`src/hdl/visited_state_min_depth_table_assert.svh`:
```
// assertion macros shared by the visited state table rtl
`ifndef VISITED_STATE_MIN_DEPTH_TABLE_ASSERT_SVH
`define VISITED_STATE_MIN_DEPTH_TABLE_ASSERT_SVH

// same-cycle implication, disabled while reset is low
`define VSMD_ASSERT_NOW(label, clk_i, rst_ni, ante, cons) \
	label: assert property (@(posedge clk_i) disable iff (!rst_ni) (ante) |-> (cons)) \
		else $error("vsmd assertion failed");

// next-cycle implication, disabled while reset is low
`define VSMD_ASSERT_NEXT(label, clk_i, rst_ni, ante, cons) \
	label: assert property (@(posedge clk_i) disable iff (!rst_ni) (ante) |=> (cons)) \
		else $error("vsmd assertion failed");

`endif

```
`src/hdl/vsmd_pkg.sv`:
```
// shared types and constants for the visited state table
package vsmd_pkg;

	// result codes
	typedef enum logic [2:0] {
		ST_STORED = 3'd0,
		ST_EQUAL  = 3'd1,
		ST_WORSE  = 3'd2,
		ST_HIT    = 3'd3,
		ST_MISS   = 3'd4,
		ST_FULL   = 3'd5
	} status_t;

	// operation codes
	typedef enum logic {
		OP_TEST_SET = 1'b0,
		OP_LOOKUP   = 1'b1
	} op_t;

	// mixer multipliers
	localparam logic [63:0] HASH_MUL_1 = 64'hbf58476d1ce4e5b9;
	localparam logic [63:0] HASH_MUL_2 = 64'h94d049bb133111eb;

	// mixer shift amounts
	localparam int unsigned HASH_SHR_0 = 30;
	localparam int unsigned HASH_SHR_1 = 27;
	localparam int unsigned HASH_SHR_2 = 31;

	localparam int unsigned TURN_W  = 8;
	localparam int unsigned COUNT_W = 13;

endpackage

```
`src/hdl/vsmd_hash.sv`:
```
// iterative key mixer and home slot reduction on one shared 32x32 multiplier
module vsmd_hash
	import vsmd_pkg::*;
#(
	parameter int unsigned CAPACITY = 16
) (
	input  logic                        clk,
	input  logic                        arst_n,
	input  logic                        start,
	input  logic [63:0]                 key,
	output logic                        done,
	output logic [$clog2(CAPACITY)-1:0] slot
);

	localparam int unsigned SLOT_W   = $clog2(CAPACITY);
	localparam bit          CAP_POW2 = ((CAPACITY & (CAPACITY - 1)) == 0);
	// floor(2^64 / CAPACITY) for a capacity that is not a power of two
	localparam logic [63:0] RECIP    = {64{1'b1}} / 64'(CAPACITY);
	localparam logic [31:0] CAP_WORD = 32'(CAPACITY);

	typedef enum logic [3:0] {
		HS_IDLE,
		HS_MUL_LL,
		HS_MUL_LH,
		HS_MUL_HL,
		HS_FIN,
		HS_RED_LL,
		HS_RED_LH,
		HS_RED_HL,
		HS_RED_HH,
		HS_RED_QC,
		HS_RED_FIX,
		HS_DONE
	} hstate_t;

	hstate_t           state_q;
	logic              round_q;
	logic [63:0]       h_q;
	logic [63:0]       acc_q;
	logic [SLOT_W-1:0] rem_q;

	logic [63:0]       mul_c;
	logic [31:0]       mul_a;
	logic [31:0]       mul_b;
	logic [63:0]       prod;
	logic [64:0]       red_sum;
	logic [SLOT_W:0]   rem_est;
	logic [SLOT_W:0]   rem_fix;

	// shared multiplier: mixer partial products, then the reciprocal reduction
	always_comb begin
		mul_c = round_q ? HASH_MUL_2 : HASH_MUL_1;
		case (state_q) inside
			HS_MUL_HL, HS_RED_HL, HS_RED_HH: mul_a = h_q[63:32];
			HS_RED_QC:                       mul_a = acc_q[31:0];
			default:                         mul_a = h_q[31:0];
		endcase
		case (state_q) inside
			HS_MUL_LH:            mul_b = mul_c[63:32];
			HS_RED_LL, HS_RED_HL: mul_b = RECIP[31:0];
			HS_RED_LH, HS_RED_HH: mul_b = RECIP[63:32];
			HS_RED_QC:            mul_b = CAP_WORD;
			default:              mul_b = mul_c[31:0];
		endcase
		prod = mul_a * mul_b;
	end

	// quotient estimate is at most one low, so one subtract finishes the remainder
	always_comb begin
		red_sum = {1'b0, acc_q} + {1'b0, prod};
		rem_est = acc_q[SLOT_W:0];
		if (rem_est >= (SLOT_W + 1)'(CAPACITY)) begin
			rem_fix = rem_est - (SLOT_W + 1)'(CAPACITY);
		end else begin
			rem_fix = rem_est;
		end
	end

	always_ff @(posedge clk or negedge arst_n) begin
		if (!arst_n) begin
			state_q <= HS_IDLE;
			round_q <= 1'b0;
			h_q     <= '0;
			acc_q   <= '0;
			rem_q   <= '0;
		end else begin
			unique case (state_q)
				HS_IDLE: begin
					if (start) begin
						h_q     <= key ^ (key >> HASH_SHR_0);
						round_q <= 1'b0;
						state_q <= HS_MUL_LL;
					end
				end
				HS_MUL_LL: begin
					acc_q   <= prod;
					state_q <= HS_MUL_LH;
				end
				HS_MUL_LH: begin
					acc_q[63:32] <= acc_q[63:32] + prod[31:0];
					state_q      <= HS_MUL_HL;
				end
				HS_MUL_HL: begin
					acc_q[63:32] <= acc_q[63:32] + prod[31:0];
					state_q      <= HS_FIN;
				end
				HS_FIN: begin
					if (!round_q) begin
						h_q     <= acc_q ^ (acc_q >> HASH_SHR_1);
						round_q <= 1'b1;
						state_q <= HS_MUL_LL;
					end else begin
						h_q <= acc_q ^ (acc_q >> HASH_SHR_2);
						if (CAP_POW2) begin
							state_q <= HS_DONE;
						end else begin
							state_q <= HS_RED_LL;
						end
					end
				end
				// high 64 bits of h * RECIP built from four partial products
				HS_RED_LL: begin
					acc_q   <= {32'd0, prod[63:32]};
					state_q <= HS_RED_LH;
				end
				HS_RED_LH: begin
					acc_q   <= red_sum[63:0];
					state_q <= HS_RED_HL;
				end
				HS_RED_HL: begin
					acc_q   <= {31'd0, red_sum[64:32]};
					state_q <= HS_RED_HH;
				end
				HS_RED_HH: begin
					acc_q   <= acc_q + prod;
					state_q <= HS_RED_QC;
				end
				// remainder estimate is below twice the capacity, low word is enough
				HS_RED_QC: begin
					acc_q   <= {32'd0, h_q[31:0] - prod[31:0]};
					state_q <= HS_RED_FIX;
				end
				HS_RED_FIX: begin
					rem_q   <= rem_fix[SLOT_W-1:0];
					state_q <= HS_DONE;
				end
				HS_DONE: begin
					state_q <= HS_IDLE;
				end
				default: begin
					state_q <= HS_IDLE;
				end
			endcase
		end
	end

	assign done = (state_q == HS_DONE);
	assign slot = CAP_POW2 ? h_q[SLOT_W-1:0] : rem_q;

endmodule

```
`config.mk`:
```
export PLATFORM = sky130hd
export DESIGN_NAME = vsmd_hash
export DESIGN_NICKNAME = d
export VERILOG_FILES = /design/src/hdl/visited_state_min_depth_table_assert.svh /design/src/hdl/vsmd_pkg.sv /design/src/hdl/vsmd_hash.sv
export SDC_FILE = /design/constraint.sdc
export NUM_CORES = 2
export LEC_CHECK = 0
export BUFFER_PORTS_ARGS = -buffer_cell sky130_fd_sc_hd__buf_4
export CORE_UTILIZATION = 50
export DETAILED_ROUTE_END_ITERATION = 7
export GPL_TIMING_DRIVEN = 1
export PLACE_DENSITY = 0.76
export SETUP_SLACK_MARGIN = 0.4
export SLEW_MARGIN = 20
export SYNTH_ARGS = -nofsm -noshare
export SYNTH_HDL_FRONTEND = slang
export SYNTH_SLANG_ARGS = --single-unit
```
`constraint.sdc`:
```
create_clock -name clk -period 31 [get_ports clk]
set_input_delay 1.55 -clock clk [delete_from_list [all_inputs] [get_ports clk]]
set_output_delay 1.55 -clock clk [all_outputs]
set_load 0.01 [all_outputs]
```
; After elaboration in Yosys (flattened, before gate mapping)
; Cells that the tools add are included.
[op_classes]
n_eq_ne = 12
multipliers = 1
muxes = 17
reduce_logical = 10
add_sub_neg = 4
bitwise = 3
[ops]
columns = operator, n
row1 = case mux 32 bit (6 select lines), 2
row2 = two-way mux 32 bit, 6
row3 = two-way mux 64 bit, 2
row4 = case mux 64 bit (2 select lines), 1
row5 = adder 64 x 64 -> 65 bit, 1
row6 = adder 64 bit, 1
row7 = multiplier 32 x 32 -> 64 bit, 1
row8 = bitwise XOR 64 x 33 -> 64 bit, 1
row9 = bitwise XOR 64 x 34 -> 64 bit, 1
row10 = bitwise XOR 64 x 37 -> 64 bit, 1
row11 = two-way mux 62 bit, 1
row12 = case mux 4 bit (11 select lines), 1
row13 = adder 32 bit, 1
row14 = subtractor 32 bit, 1
row15 = equality test 4 x 3 -> 1 bit (second input constant), 4
row16 = equality test 4 bit (second input constant), 4
row17 = nonzero test 6 bit, 2
row18 = equality test 4 x 2 -> 1 bit (second input constant), 2
row19 = two-way mux 4 bit, 2
row20 = OR reduction 2 bit, 4
row21 = equality test 4 x 1 -> 1 bit (second input constant), 1
row22 = zero test 4 bit, 1
row23 = OR reduction 3 bit, 1
row24 = inequality test 2 bit (second input constant), 1
row25 = 4 further kinds, 4
[totals]
register_bits = 133
out_inout_bits = 5
word_cells = 52

; Depth between registers and ports, before layout
[logic_depth]
ltp_word = 8
mapped_depth = 52

; Worst setup path before layout
; Ideal clock, no wire load.
[synth_timing]
path_type = register -> register
startpoint = register state_q[2]
endpoint = register acc_q[29]
setup_time_ps = 134
synth_period_minus_slack_ps = 10845
n_path_buf = 4
path_slack_ps = 20155
t_arrival_ps = 10711
required_time_ps = 30866
stages_incl_launch_ff = 48
cell_sequence = dfrtp_1 buf_2 or3_1 clkbuf_1 nor2_1 nor2_1 nand2_1 nand2_1 nor2_1 clkbuf_1 nor2_1 fa_1 fa_1 fa_1 inv_1 fa_1 inv_1 fa_1 (+12 left out) o21ai_0 a31oi_2 o21ai_2 a41oi_4 o21a_1 xnor2_1 ha_1 a21o_1 a21oi_1 nor2b_1 or4_1 a41oi_1 o21a_1 nor2_1 a31oi_1 o221ai_1 nor3_1 o22ai_1
[synth_via]
elab_chain_cells = 8
elab_cells_between_ends = 23
classes_between = add/sub (3) / mul (1) / eq/ne (8) / mux (7) / reduce/logical (4)
[synth_rtl]
columns = element, line_no
row1 = start: declaration, vsmd_hash.sv:36  ; hstate_t state_q;
row2 = start signal: assignment, vsmd_hash.sv:81  ; state_q <= HS_IDLE;
row3 = start signal: assignment, vsmd_hash.sv:92  ; state_q <= HS_MUL_LL;
row4 = start signal: assignment, vsmd_hash.sv:97  ; state_q <= HS_MUL_LH;
row5 = equality test 4 bit / equality test 4 x 3 -> 1 bit (equally long branches), vsmd_hash.sv:87  ; unique case (state_q)
row6 = two-way mux 32 bit / OR reduction 2 bit (equally long branches), vsmd_hash.sv:58  ; case (state_q) inside
row7 = two-way mux 32 bit (3 in series), vsmd_hash.sv:58
row8 = multiplier 32 x 32 -> 64 bit, vsmd_hash.sv:65  ; prod = mul_a * mul_b;
row9 = adder 64 bit (tied with other cells), vsmd_hash.sv:135  ; acc_q <= acc_q + prod;
row10 = case mux 32 bit (6 select lines), vsmd_hash.sv:87
row11 = end signal: assignment, vsmd_hash.sv:96  ; acc_q <= prod;
row12 = end signal: assignment, vsmd_hash.sv:135
row13 = end signal: assignment, vsmd_hash.sv:140  ; acc_q <= {32'd0, h_q[31:0] - prod[31:0]};
row14 = end: declaration, vsmd_hash.sv:39  ; logic [63:0] acc_q;
; Parallel ways exist; a longest one is shown, timed or not.
; A chain may end at the register's enable or synchronous reset.

; Worst setup path in the final report
[layout_timing]
startpoint = register state_q[1]
endpoint = register acc_q[25]
; The elaborated chain is that of the path after synthesis.

==> impl_results.md <==
- Tightest Pin Transition: 1.23 ns
- Fmax: 0.0652 GHz
- Seq/Total Area, Yosys: 0.0714
- Distinct cells, synth: 86
- EDFF count, synth: 0
- Synth Register Bits: 133
- Run status: finished clean
- Post-layout min period: 15.34 ns
- DR WL/cell: 29.6 µm
- Unrepaired setup endpoints after global routing: false
- DR iter-0 viols: 5,399
- Overflow after GRT: 0
- Ranking of synthesized cells by area: fa_1, ha_1, inv_1
- Initial Util: 0.507
- Clock Sinks: 133
- Min-Delay Path Class: flip-flop to flip-flop
- Clock buffer depth: 2
- Die ar.: 94,400 µm²
- PnR worst setup slack: 15.66 ns
- Fin Hold WS: 0.506 ns
- Max Cap Viol: 0
- Pins Over Slew Limit: 0
- Mapped Area: 46,600 µm²
- Layout cells sized above 1: 0.0510
- CP required: 31.34 ns
- Top delay family on crit path: adder cells
- Worst EP arrival: 15.69 ns
- Max_slew headroom: 0.172
- Synth area leader: fa_1
- Syn Nets: 6,823
- Die extent in x: 307 µm
- Via count: 41,171
- Vias in the first global route: 41,730
- CTS Hold Bufs: 0
- Top cells by count, synth: inv_1, fa_1, nand2_1, nor2_1, ha_1
- Antenna violations before repair: 5
- Crit path top cell by count: fa_1
- Most common cell in the netlist: inv_1
- Placed instance count: 6,622
- Placeable Area: 91,900 µm²
- Gate Count Post-Synth: 5,458
- WL final: 197 mm
- Global placer's final weighted congestion: 1.06
- # port buffers: 71
- Place WS: 16.41 ns
- Setup crit end kind: flip-flop
- Async SR Flop Fraction: 1.00
- HPWL after detailed placement: 166 mm
- Total track usage: 0.423
- Final setup vio count: 0
- Area grow syn2layout: 5.54%
- I/O Pins: 72
- WS Path Type: flip-flop to flip-flop
- Die Y: 307 µm
- TritonCTS clock tree: done
- Layout Nets: 6,763
- Setup TNS Final: 0 ns
- Vias/cell: 6.19
- DRC: 0
- Post-CTS sizing: 0
- H-tree lvl count: 4
- Top-area cell type share of the netlist area: 0.369
- Clock Latency Late Sink: 0.48 ns
- Ys Warns: 0
- Non-Filler Instances: 6,653
- Post-synth top flop: dfrtp_1
- WP buf/inv: 8
- # Post-CTS Setup Buffers: 0
- First-pass GRT wire length: 285 mm
- Slowest cell on the critical path: or3_1
- Clk root buf: clkbuf_16
- Worst-path clk slew: 0.07 ns
- Worst Skew: 0.0157 ns
- Startpoint types: flip-flop
- Crit Path Max Fanout: 27
- Syn Area/Cell: 8.54 µm²
- Final hold viol count: 0
- Largest net degree at the start of global routing: 110
- Number of CTS-inserted buffers: 17
- Routed Antenna Nets: 0
- Period utilisation layout: 0.495
- FP Rows: 111
- Drt first pass iters: 8
- CP peak stage delay: 0.85 ns
## path summary, 6_finish.rpt
check,cells past startpoint,to,start,slack (ns)
worst max-delay path,41,acc_q[25],state_q[1],15.66
worst min-delay path,2,h_q[32],h_q[32],0.51
worst max register to register,41,acc_q[25],state_q[1],15.66
worst min register to register,2,h_q[32],h_q[32],0.51
max in group asynchronous,2,round_q,arst_n,28.25
min in group asynchronous,1,acc_q[53],arst_n,1.13
## cells in the final DEF (no fill, tap or decap), types with 35 or more instances in the layout
| cell | count |
|---|---|
| inv_1 | 970 |
| fa_1 | 859 |
| nand2_1 | 583 |
| nor2_1 | 533 |
| ha_1 | 439 |
| a21oi_1 | 316 |
| o21ai_0 | 194 |
| xor2_1 | 160 |
| buf_4 | 158 |
| a21o_1 | 141 |
| dfrtp_1 | 132 |
| xnor2_1 | 119 |
| mux2i_1 | 68 |
| nand4_1 | 53 |
| nor3_1 | 48 |
| nand3_1 | 48 |
| a221oi_1 | 40 |
| o21bai_1 | 38 |
| nand2b_1 | 35 |
## routing by layer
layer	vias to the layer above	wire, µm	global-route usage
met5	-	17	0
met1	20476	77800	0.574
li1	17462	-	-
met2	2673	83800	0.626
met3	558	23600	0.110
met4	2	11900	0.207
## kinds of logic (layout without fill, tap and decap cells)
logic type      count (synthesis)  after routing  share of synthesized area
fa+ha+maj                    1298           1298                      0.487
simple gates                 1439           1439                      0.132
mux                            70             70                     0.0151
flops                         133            133                     0.0714
other cells                     0              3                          0
compound gates               1026           1026                      0.143
xor+xnor                      281            281                     0.0528
buf+inv                      1211           1160                     0.0986
## worst min-delay path, cell delays in order (launching register included)
cell and delay (ns):
dfrtp_1 0.36, nand2_1 0.05, o21ai_0 0.06
## flip-flops by register name (all words and copies together), names as in the netlist
name     count
round_q      1
acc_q       64
h_q         64
state_q      4
## area by class of cell
class / count / area, µm²
multi-input combinational: 4114 / 38800
timing repair buffer: 160 / 1210
sequential: 133 / 3330
tap: 1243 / 1560
inverter: 972 / 3650
fill: 8829 / 42800
clock buffer: 24 / 482
antenna: 3 / 7.51
clock inverter: 4 / 97.6
## through the flow
| step | utilization | instance area, µm² |
|---|---|---|
| floorplan | - | 46600 |
| global placement | 0.528 | 48600 |
| detailed placement | 0.528 | 48600 |
| CTS | 0.535 | 49200 |
| global route | 0.535 | 49200 |
| finish | 0.535 | 49200 |
Power is not shown: default switching activity piles up to over one toggle a cycle in this logic, so the estimate is an artifact.
