$ cat config.mk
export PLATFORM = sky130hd
export DESIGN_NAME = vsmd_store
export DESIGN_NICKNAME = d
export VERILOG_FILES = /design/src/hdl/visited_state_min_depth_table_assert.svh /design/src/hdl/vsmd_pkg.sv /design/src/hdl/vsmd_store.sv
export SDC_FILE = /design/constraint.sdc
export NUM_CORES = 1
export LEC_CHECK = 0
export ABC_AREA = 1
export BUFFER_PORTS_ARGS = -buffer_cell sky130_fd_sc_hd__buf_2
export CORE_ASPECT_RATIO = 0.6
export CORE_MARGIN = 2
export CORE_UTILIZATION = 50
export DETAILED_ROUTE_END_ITERATION = 10
export GPL_TIMING_DRIVEN = 0
export PLACE_DENSITY = 0.67
export SETUP_SLACK_MARGIN = 0.3
export SLEW_MARGIN = 20
export SYNTH_ARGS = -nofsm -noshare
export SYNTH_HDL_FRONTEND = slang
export SYNTH_SLANG_ARGS = --single-unit
$ cat constraint.sdc
create_clock -name clk -period 1.1 [get_ports clk]
set_input_delay 0 -clock clk [delete_from_list [all_inputs] [get_ports clk]]
set_output_delay 0 -clock clk [all_outputs]
set_load 0.05 [all_outputs]
$ cat src/hdl/visited_state_min_depth_table_assert.svh
// assertion macros shared by the visited state table rtl
`ifndef VISITED_STATE_MIN_DEPTH_TABLE_ASSERT_SVH
`define VISITED_STATE_MIN_DEPTH_TABLE_ASSERT_SVH

// same-cycle implication, disabled while reset is low
`define VSMD_ASSERT_NOW(label, clk_i, rst_ni, ante, cons) \
	label: assert property (@(posedge clk_i) disable iff (!rst_ni) (ante) |-> (cons)) \
		else $error("vsmd assertion failed");

// next-cycle implication, disabled while reset is low
`define VSMD_ASSERT_NEXT(label, clk_i, rst_ni, ante, cons) \
	label: assert property (@(posedge clk_i) disable iff (!rst_ni) (ante) |=> (cons)) \
		else $error("vsmd assertion failed");

`endif

$ cat src/hdl/vsmd_pkg.sv
// shared types and constants for the visited state table
package vsmd_pkg;

	// result codes
	typedef enum logic [2:0] {
		ST_STORED = 3'd0,
		ST_EQUAL  = 3'd1,
		ST_WORSE  = 3'd2,
		ST_HIT    = 3'd3,
		ST_MISS   = 3'd4,
		ST_FULL   = 3'd5
	} status_t;

	// operation codes
	typedef enum logic {
		OP_TEST_SET = 1'b0,
		OP_LOOKUP   = 1'b1
	} op_t;

	// mixer multipliers
	localparam logic [63:0] HASH_MUL_1 = 64'hbf58476d1ce4e5b9;
	localparam logic [63:0] HASH_MUL_2 = 64'h94d049bb133111eb;

	// mixer shift amounts
	localparam int unsigned HASH_SHR_0 = 30;
	localparam int unsigned HASH_SHR_1 = 27;
	localparam int unsigned HASH_SHR_2 = 31;

	localparam int unsigned TURN_W  = 8;
	localparam int unsigned COUNT_W = 13;

endpackage

$ cat src/hdl/vsmd_store.sv
// single-port-write, single-port-read table memory with registered read data
module vsmd_store
	import vsmd_pkg::*;
#(
	parameter int unsigned DEPTH = 16,
	parameter int unsigned WIDTH = 8
) (
	input  logic                     clk,
	input  logic                     we,
	input  logic [$clog2(DEPTH)-1:0] waddr,
	input  logic [WIDTH-1:0]         wdata,
	input  logic                     re,
	input  logic [$clog2(DEPTH)-1:0] raddr,
	output logic [WIDTH-1:0]         rdata
);

	logic [WIDTH-1:0] mem [DEPTH];
	logic [WIDTH-1:0] rdata_q;

	always_ff @(posedge clk) begin
		if (we) begin
			mem[waddr] <= wdata;
		end
	end

	always_ff @(posedge clk) begin
		if (re) begin
			rdata_q <= mem[raddr];
		end
	end

	assign rdata = rdata_q;

endmodule

# After elaboration in Yosys (flattened, before gate mapping)
# Memories as Yosys holds them, arrays and structs flattened. A register that Yosys moved wholly into a read port is not among the register bits.
# Index checks and enable logic that the tools add are counted.
[word_totals]
elab_cells = 3
ram_bits = 128
mem_bits_ro = 0
n_memories = 1
latch_bits = 0
inputBits = 19
output_inout_bits = 8
ff_bits = 0
[mem_list]
columns = ["memory", "words", "width", "rd", "rd_ports_with_merged_regs", "wr", "line", "text"]
rows = [
  ["mem", 16, 8, 1, 1, 1, "vsmd_store.sv:17", "logic [WIDTH-1:0] mem [DEPTH];"],
]
[op_classes]
shifts = 0
magnitude_cmp = 0
div_mod_pow = 0
n_mul = 0
n_reduce_logical = 0
add_sub_neg = 0
bitwise_logic = 0
n_eq_ne = 0
muxes = 2
[ops]
columns = ["operator", "n"]
rows = [
  ["$mux W1", 2],
]

# Logic depth before layout (Yosys ltp)
# Gate-level depths: netlist of run 1.
[logic_depth]
depth_word = 2
mapped_depth = 8
mapped_depth_nobuf = 7

# Worst setup path before layout of run 1
# Ideal clock, no wire load.
[synth_timing]
path_kind = "input-to-reg"
from = "in waddr[2]"
to = "mem mem[10][0], enable pin"
required_time_ns = 0.730
cell_stages = 2
setup_time_ns = 0.370
n_path_buf = 0
path_slack_ns = 0.149
arrival_ns = 0.581
path_cell_list = "nand3b_1 -> nor2_1"
[synth_rtl]
columns = ["item", "line", "text"]
rows = [
  ["start, declared", "vsmd_store.sv:10", "input logic [$clog2(DEPTH)-1:0] waddr,"],
  ["end, declared", "vsmd_store.sv:17", ""],
]
# No word-level cell before the write port.

==> reports/results.tsv, run 1 <==
metric	value	unit
final_cell_mix	nand2_1 (154), edfxtp_1 (136), inv_1 (98)	
synth_area_leaders	edfxtp_1 (70%), nand2_1 (11%), nand3_1 (8.3%)	
dieWidth	144	microns
max-vdd-ir-drop	0.00120	V
setup-violations-final	7	
ys_ff_latch	136	
end_kind	flip-flop	
die_h	87.8	microns
cpPeakStageDelay	0.38	ns
drt_first_pass_iters	5	
slowest_stage	edfxtp_1	
synth_area_per_cell	10.6	sq um
pre_cts_ws	-0.372	ns
gp_congestion	0.968	
placed_area	0.00619	sq mm
grt_pass1_wl	22700	microns
cts_max_level	4	
start_util	0.516	
grt_max_degree	17	
io_buffer_count	23	
area_growth_syn_to_layout	26.8	%
io_pins	27	
drive_gt1_frac	0.267	
cp_cell_sequence	nand2_1 > nand2_1 > nand2_1 > nand3_1 > nand3_2 > nand2_2	
vias_per_cell	5.31	
fillers	858	
yosysTopAreaCell	edfxtp_1	
clock_skew	0.0114	ns
grt_use_total	0.263	
nNetsFinal	621	
clk_pin_slew	0.06	ns
diodes	0	
rsz0062_at_grt	yes	
critPathTopFamily	simple AND/OR/NAND/NOR gates	
power.density	1730	mW/mm^2
yosysWarnings	0	
period_minus_slack	1.16	ns
crit_top_cell	nand2_1	
final_cells	775	
core-area	0.0113	sq mm
max-cap-violations	0	
power.leakage	3.09	nW
first_global_vias	3775	
clkSinkCount	136	
dpl.cell_count	734	
timing.final.crit_share	1.05	
mostFrequentLayoutCell	nand2_1	
antenna_found_initial	1	
cp_data_required_time	1.27	ns
vias	4116	
cts-root-buf	clkbuf_16	
rows	30	
syn_area	0.00585	sq mm
slew_headroom	0.586	
outcome	finished, violations left	
synthCells	551	
hold_path.class	in2reg	
finalHoldViolations	0	
wl_per_cell	20.1	microns
synth_cell_types	11	
clock_latency	0.43	ns
wl	15600	microns
numCtsBuffers	17	
grt_overflow	0	
clockBufferDepth	2	
drc	0	
timing.setup.tns	-0.156	ns
synth_top_area_frac	0.698	
dr.first_iter.drc_count	550	
ys_seq_area_frac	0.698	
cp_max_fo	1	
critPathLaunchType	flip-flop	
arrival	1.33	ns
synth_nets	570	
worstMarginPinSlew	0.622	ns
path_class	reg2reg	
failed_checks	negative setup slack	
fmax	862	MHz
drv_slew	0	
p_total	0.0129	W
cts_tree	done	
cp_num_buf_inv	0	
dp_hpwl	9910	microns
antenna_left	0	
dieArea	0.0126	sq mm
final_area	0.00741	sq mm
fin_ws	-0.0604	ns
r2r_slack	-0.06	ns
path summary, 6_finish.rpt:
path                             start                   end  cells past startpoint
hold reg to reg    mem[6][7]$_DFFE_PP_    rdata[7]$_DFFE_PP_                      6
setup / recovery  mem[13][2]$_DFFE_PP_    rdata[2]$_DFFE_PP_                      6
setup reg to reg  mem[13][2]$_DFFE_PP_    rdata[2]$_DFFE_PP_                      6
hold / removal                wdata[5]  mem[10][5]$_DFFE_PP_                      1
flip-flops by register name (all words and copies together) (netlist names):
name / flops
rdata: 8
mem: 128
cells in the mapped netlist:
master / count
buf_6: 6
edfxtp_1: 136
nand2_1: 173
buf_4: 4
buf_1: 1
inv_1: 100
buf_2: 13
inv_2: 2
nand3b_1: 2
nor2_1: 17
nand3_1: 97
metrics by stage:
stage               utilization  hold slack (ns)
CTS                       0.629          0.00859
finish                    0.654           0.0105
detailed placement        0.546            0.371
floorplan                     -           0.0989
global placement          0.546            0.368
global route              0.654          0.00919
report_power, final:
group	internal, W	total (W)	leakage, nW	switching [W]
Clock	0.00376	0.00590	0.287	0.00214
Sequential	0.00584	0.00588	1.24	0.0000350
Combinational	0.000320	0.00107	1.57	0.000752
Total	0.00992	0.0129	3.09	0.00293
repair_timing:
action	CTS	global route
cloned	0	0
setup buffers	1	5
resized for setup	70	42
hold endpoints to repair	24	10
pin swaps	21	20
endpoints found under the setup margin	120	96
hold buffers	2	1
cell type report:
cell class	instances	area [sq um]	share of cell area
flip-flops and latches	136	4080	0.551
multi-input cells	289	1640	0.221
clock buffers	18	429	0.0579
inverters	102	383	0.0516
repair buffers	32	332	0.0447
well taps	160	200	0.0270
clock inverters	14	181	0.0245
plain buffers	24	166	0.0224
logic make-up after synthesis:
| logic type | count (synthesis) | share of synthesized area |
|---|---|---|
| AND/OR/NAND/NOR | 289 | 0.208 |
| flip-flops | 136 | 0.698 |
| buffers and inverters | 126 | 0.0939 |
metal layers:
layer	GRT usage	vias to the layer above	wire length (microns)
met1	0.392	1979	6890
met3	0.101	14	1830
met4	0.0544	0	103
met5	0	-	0
li1	-	1891	-
met2	0.368	232	6780
Note: power is estimated with default switching activity, not from simulation.
==> run 2: changes to the inputs <==
ABC_AREA = not set   (was 1)
==> reports/results.tsv, run 2 <==
metric	value	unit
dr.max_layer_used	met4	
synth_flop_cell	edfxtp_1	
drive_gt1_frac	0.463	
hold_end	mem[2][6]$_DFFE_PP_	
antenna_left	0	
clock_latency	0.41	ns
slew_headroom	0.430	
drv_slew	0	
mostFrequentLayoutCell	edfxtp_1	
pre_cts_ws	-0.425	ns
dr.first_iter.drc_count	202	
vias_per_cell	5.58	
fillers	678	
numCtsBuffers	17	
dp_hpwl	6630	microns
power.leakage	2.14	nW
worstMarginPinSlew	0.852	ns
synth_nets	248	
drc	0	
yosysWarnings	0	
failed_checks	negative setup slack	
fin_ws	-0.277	ns
worstReg2RegStart	mem[0][2]$_DFFE_PP_	
rsz0062_at_grt	yes	
cts_tree	done	
outcome	finished, violations left	
vias	2468	
met1_length	4760	microns
gp_congestion	0.742	
final_cell_mix	edfxtp_1 (136), mux4_2 (32), buf_2 (17), clkbuf_16 (17)	
synth_area_per_cell	22.8	sq um
clk_pin_slew	0.06	ns
area_growth_syn_to_layout	26.6	%
grt_use_total	0.199	
cp_data_required_time	1.26	ns
max-vdd-ir-drop	0.00128	V
final_cells	442	
io_buffer_count	25	
dieArea	0.0113	sq mm
power.density	1860	mW/mm^2
drt_first_pass_iters	4	
r2r_slack	-0.28	ns
nNetsFinal	313	
clkSinkCount	136	
cts-root-buf	clkbuf_16	
grt_pass1_wl	15700	microns
placed_area	0.00562	sq mm
finalHoldViolations	0	
dr_wl_met2	4630	microns
synthCells	229	
start_util	0.522	
die_h	83.2	microns
synth_cell_types	18	
core-area	0.0100	sq mm
cp_max_fo	1	
clock_skew	0.00869	ns
ys_top_cells_by_count	edfxtp_1 (136), mux4_2 (18), a22oi_1 (16)	
path_class	reg2reg	
syn_area	0.00523	sq mm
period_minus_slack	1.38	ns
synth_edf_count	136	
p_total	0.0123	W
dieWidth	136	microns
max-cap-violations	0	
critPathLaunchType	flip-flop	
io_pins	27	
cts_max_level	4	
wl_met3	743	microns
hold_path.class	in2reg	
first_global_vias	2654	
diodes	0	
fmax	726	MHz
synth_area_leaders	edfxtp_1 (78%), mux4_2 (7.8%), mux4_1 (7.0%)	
final_core_util	0.661	
reg2reg_depth	3	
wl_per_cell	23.0	microns
largest_reg_flops	128	
synth_top_area_frac	0.781	
wl	10100	microns
synth_most_common_cell	edfxtp_1	
min_from	waddr[2]	
grt_overflow	0	
reg2reg_to	rdata[2]$_DFFE_PP_	
dpl.cell_count	389	
rows	28	
ys_ff_latch	136	
top_register	mem	
async_flop_share	0	
clockBufferDepth	2	
arrival	1.54	ns
end_kind	flip-flop	
grt_max_degree	17	
timing.final.crit_share	1.25	
setup-violations-final	8	
final_area	0.00662	sq mm
ys_seq_area_frac	0.781	
antenna_found_initial	0	
yosysTopAreaCell	edfxtp_1	
hold_depth	3	
[run 2: timing repair]
action,CTS,global route
cloned,0,0
gates resized for setup,26,5
pin swaps,11,1
hold buffers,9,0
setup buffers,12,0
setup endpoints to repair,86,40
hold endpoints to repair,136,0
[run 2: cells by family after synthesis]
group | count (synthesis) | synth area share
compound gates | 16 | 0.0230
mux | 32 | 0.148
buf+inv | 10 | 0.0165
simple gates | 35 | 0.0314
flops | 136 | 0.781
[run 2: worst max path at each step]
stage | startpoint | to | slack, ns | cells past startpoint
2_1_floorplan | mem[3][0]$_DFFE_PP_ | rdata[0]$_DFFE_PP_ | -0.17 | 3
3_5_place_dp | raddr[0] | rdata[6]$_DFFE_PP_ | -0.43 | 5
4_1_cts | mem[15][4]$_DFFE_PP_ | rdata[4]$_DFFE_PP_ | -0.27 | 3
5_1_grt | mem[11][2]$_DFFE_PP_ | rdata[2]$_DFFE_PP_ | -0.35 | 3
6_report | mem[0][2]$_DFFE_PP_ | rdata[2]$_DFFE_PP_ | -0.28 | 3
3_3_place_gp | raddr[0] | rdata[6]$_DFFE_PP_ | -0.43 | 5
[run 2: layer usage]
layer | vias to the layer above | GRT usage
li1 | 1103 | -
met1 | 1277 | 0.300
met2 | 86 | 0.277
met3 | 2 | 0.0647
met4 | 0 | 0.0625
met5 | - | 0
[run 2: critical path, cell delays in order (launching register included)]
cell      delay (ns)
edfxtp_1        0.38
mux4_2          0.50
a22oi_2         0.18
nand2_1         0.08
[run 2: per-stage QoR]
| stage | setup TNS, ns | hold WS, ns |
|---|---|---|
| global placement | -22.97 | 0.375 |
| floorplan | -1.60 | 0.0989 |
| global route | -2.56 | 0.142 |
| detailed placement | -25.31 | 0.381 |
| finish | -2.13 | 0.141 |
| CTS | -2.14 | 0.144 |
[run 2: cell type report]
cell class	instances	area (sq um)	area share
repair buffers	46	467	0.0705
clock inverters	15	180	0.0272
well taps	135	169	0.0255
flip-flops and latches	136	4080	0.617
clock buffers	17	425	0.0643
plain buffers	10	86.3	0.0130
multi-input cells	83	1210	0.182
[run 2: where the power goes]
| group | switching (W) | internal [W] | leakage (nW) |
|---|---|---|---|
| clock | 0.00212 | 0.00356 | 0.277 |
| sequential | 0.0000345 | 0.00584 | 1.24 |
| combinational | 0.000450 | 0.000331 | 0.626 |
| total | 0.00260 | 0.00973 | 2.14 |
==> run 3: changes to the inputs <==
CORE_UTILIZATION = 55   (was 50)
PLACE_DENSITY = 0.73   (was 0.67)
==> reports/results.tsv, run 3 (synthesized netlist as in run 2, its figures left out) <==
metric	value	unit
multi_input_area	0.00119	sq mm
core-area	0.00919	sq mm
dpl.cell_count	384	
slowest_stage	mux4_2	
placed_area	0.00561	sq mm
final_area	0.00667	sq mm
top_register	mem	
grt_pass1_wl	16100	microns
hold_path.class	in2reg	
cp_num_buf_inv	0	
critPathTopFamily	multiplexers	
final_cells	440	
cts_tree	done	
period_minus_slack	1.41	ns
failed_checks	negative setup slack	
io_buffer_count	25	
drive_gt1_frac	0.455	
die_h	79.5	microns
wl_per_cell	23.8	microns
max-cap-violations	0	
drv_slew	0	
cp_max_fo	1	
timing.hold.ws	0.152	ns
dr.first_iter.drc_count	307	
power.density	1900	mW/mm^2
dp_hpwl	6540	microns
timing.final.crit_share	1.28	
end_kind	flip-flop	
slew_headroom	0.396	
nNetsFinal	317	
diodes	0	
io_pins	27	
grt_overflow	0	
fillers	528	
clkSinkCount	136	
largest_reg_flops	128	
mostFrequentLayoutCell	edfxtp_1	
dieArea	0.0103	sq mm
wl	10500	microns
cpPeakStageDelay	0.48	ns
clock_skew	0.00363	ns
clock_latency	0.41	ns
cp_cell_sequence	mux4_2 > a22oi_1 > nand2_1	
grt_use_total	0.231	
max-vdd-ir-drop	0.00108	V
grt_max_degree	17	
register_area	0.00408	sq mm
rows	27	
clockBufferDepth	2	
drt_first_pass_iters	4	
arrival	1.56	ns
clk_pin_slew	0.05	ns
worstMarginPinSlew	0.902	ns
area_growth_syn_to_layout	27.6	%
r2r_slack	-0.31	ns
outcome	finished, violations left	
vias	2571	
cp_data_required_time	1.25	ns
cts_max_level	4	
final_cell_mix	edfxtp_1 (136), mux4_2 (32), buf_2 (17), clkbuf_16 (17), buf_6 (13)	
path_class	reg2reg	
vias_per_cell	5.84	
setup-violations-final	8	
gp_congestion	0.720	
power.leakage	2.18	nW
start_util	0.569	
antenna_found_initial	0	
rsz0062_at_grt	yes	
finalHoldViolations	0	
numCtsBuffers	17	
drc	0	
fin_ws	-0.313	ns
critPathLaunchType	flip-flop	
fmax	708	MHz
dieWidth	130	microns
first_global_vias	2802	
antenna_left	0	
cts-root-buf	clkbuf_16	
## run 3: area by class of cell
| class | instances | area share |
|---|---|---|
| Clock buffer | 18 | 0.0643 |
| Buffer | 10 | 0.0129 |
| Multi-Input combinational cell | 83 | 0.179 |
| Sequential cell | 136 | 0.612 |
| Timing Repair Buffer | 50 | 0.0769 |
| Tap cell | 130 | 0.0244 |
| Clock inverter | 13 | 0.0306 |
## run 3: metal layers
layer	part of all wire	vias up	track usage
met5	0	-	0
met4	0.016	0	0.0914
met3	0.068	20	0.0670
met1	0.45	1353	0.329
met2	0.47	87	0.343
li1	-	1111	-
## run 3: worst paths after layout
| kind | end | depth (start not counted) | from |
|---|---|---|---|
| worst min-delay path | rdata[7]$_DFFE_PP_ | 4 | raddr[0] |
| worst max register to register | rdata[0]$_DFFE_PP_ | 3 | mem[11][0]$_DFFE_PP_ |
| worst min register to register | rdata[6]$_DFFE_PP_ | 3 | mem[13][6]$_DFFE_PP_ |
| worst max-delay path | rdata[0]$_DFFE_PP_ | 3 | mem[11][0]$_DFFE_PP_ |
## run 3: tightest hold or removal path, stage by stage
cell,delay [ns]
buf_6,0.10
mux4_2,0.22
a22oi_1,0.07
nand2_1,0.06
## run 3: power breakdown
part           leakage [nW]  internal [W]  total [W]  switching (W)
clock                 0.298       0.00399    0.00604        0.00205
combinational         0.649      0.000334   0.000786       0.000452
sequential             1.24       0.00584    0.00587      0.0000335
total                  2.18        0.0102     0.0127        0.00253
## run 3: timing repair
item | 4_1_cts | 5_1_grt
hold endpoints to repair | 136 | 0
setup endpoints to repair | 112 | 46
pin swaps | 9 | 3
hold buffers | 9 | 0
resized for setup | 19 | 10
cloned | 0 | 0
setup buffers | 16 | 0
## run 3: per-stage QoR
stage	setup WS, ns	TNS (ns)	util	total power, W
final	-0.313	-2.29	0.726	0.0127
after global placement	-0.426	-23.20	0.611	0.00663
after CTS	-0.323	-2.44	0.722	0.0128
after detailed placement	-0.428	-26.46	0.611	0.00665
after global routing	-0.356	-2.69	0.726	0.0131
after floorplan	-0.166	-1.60	-	0.00640
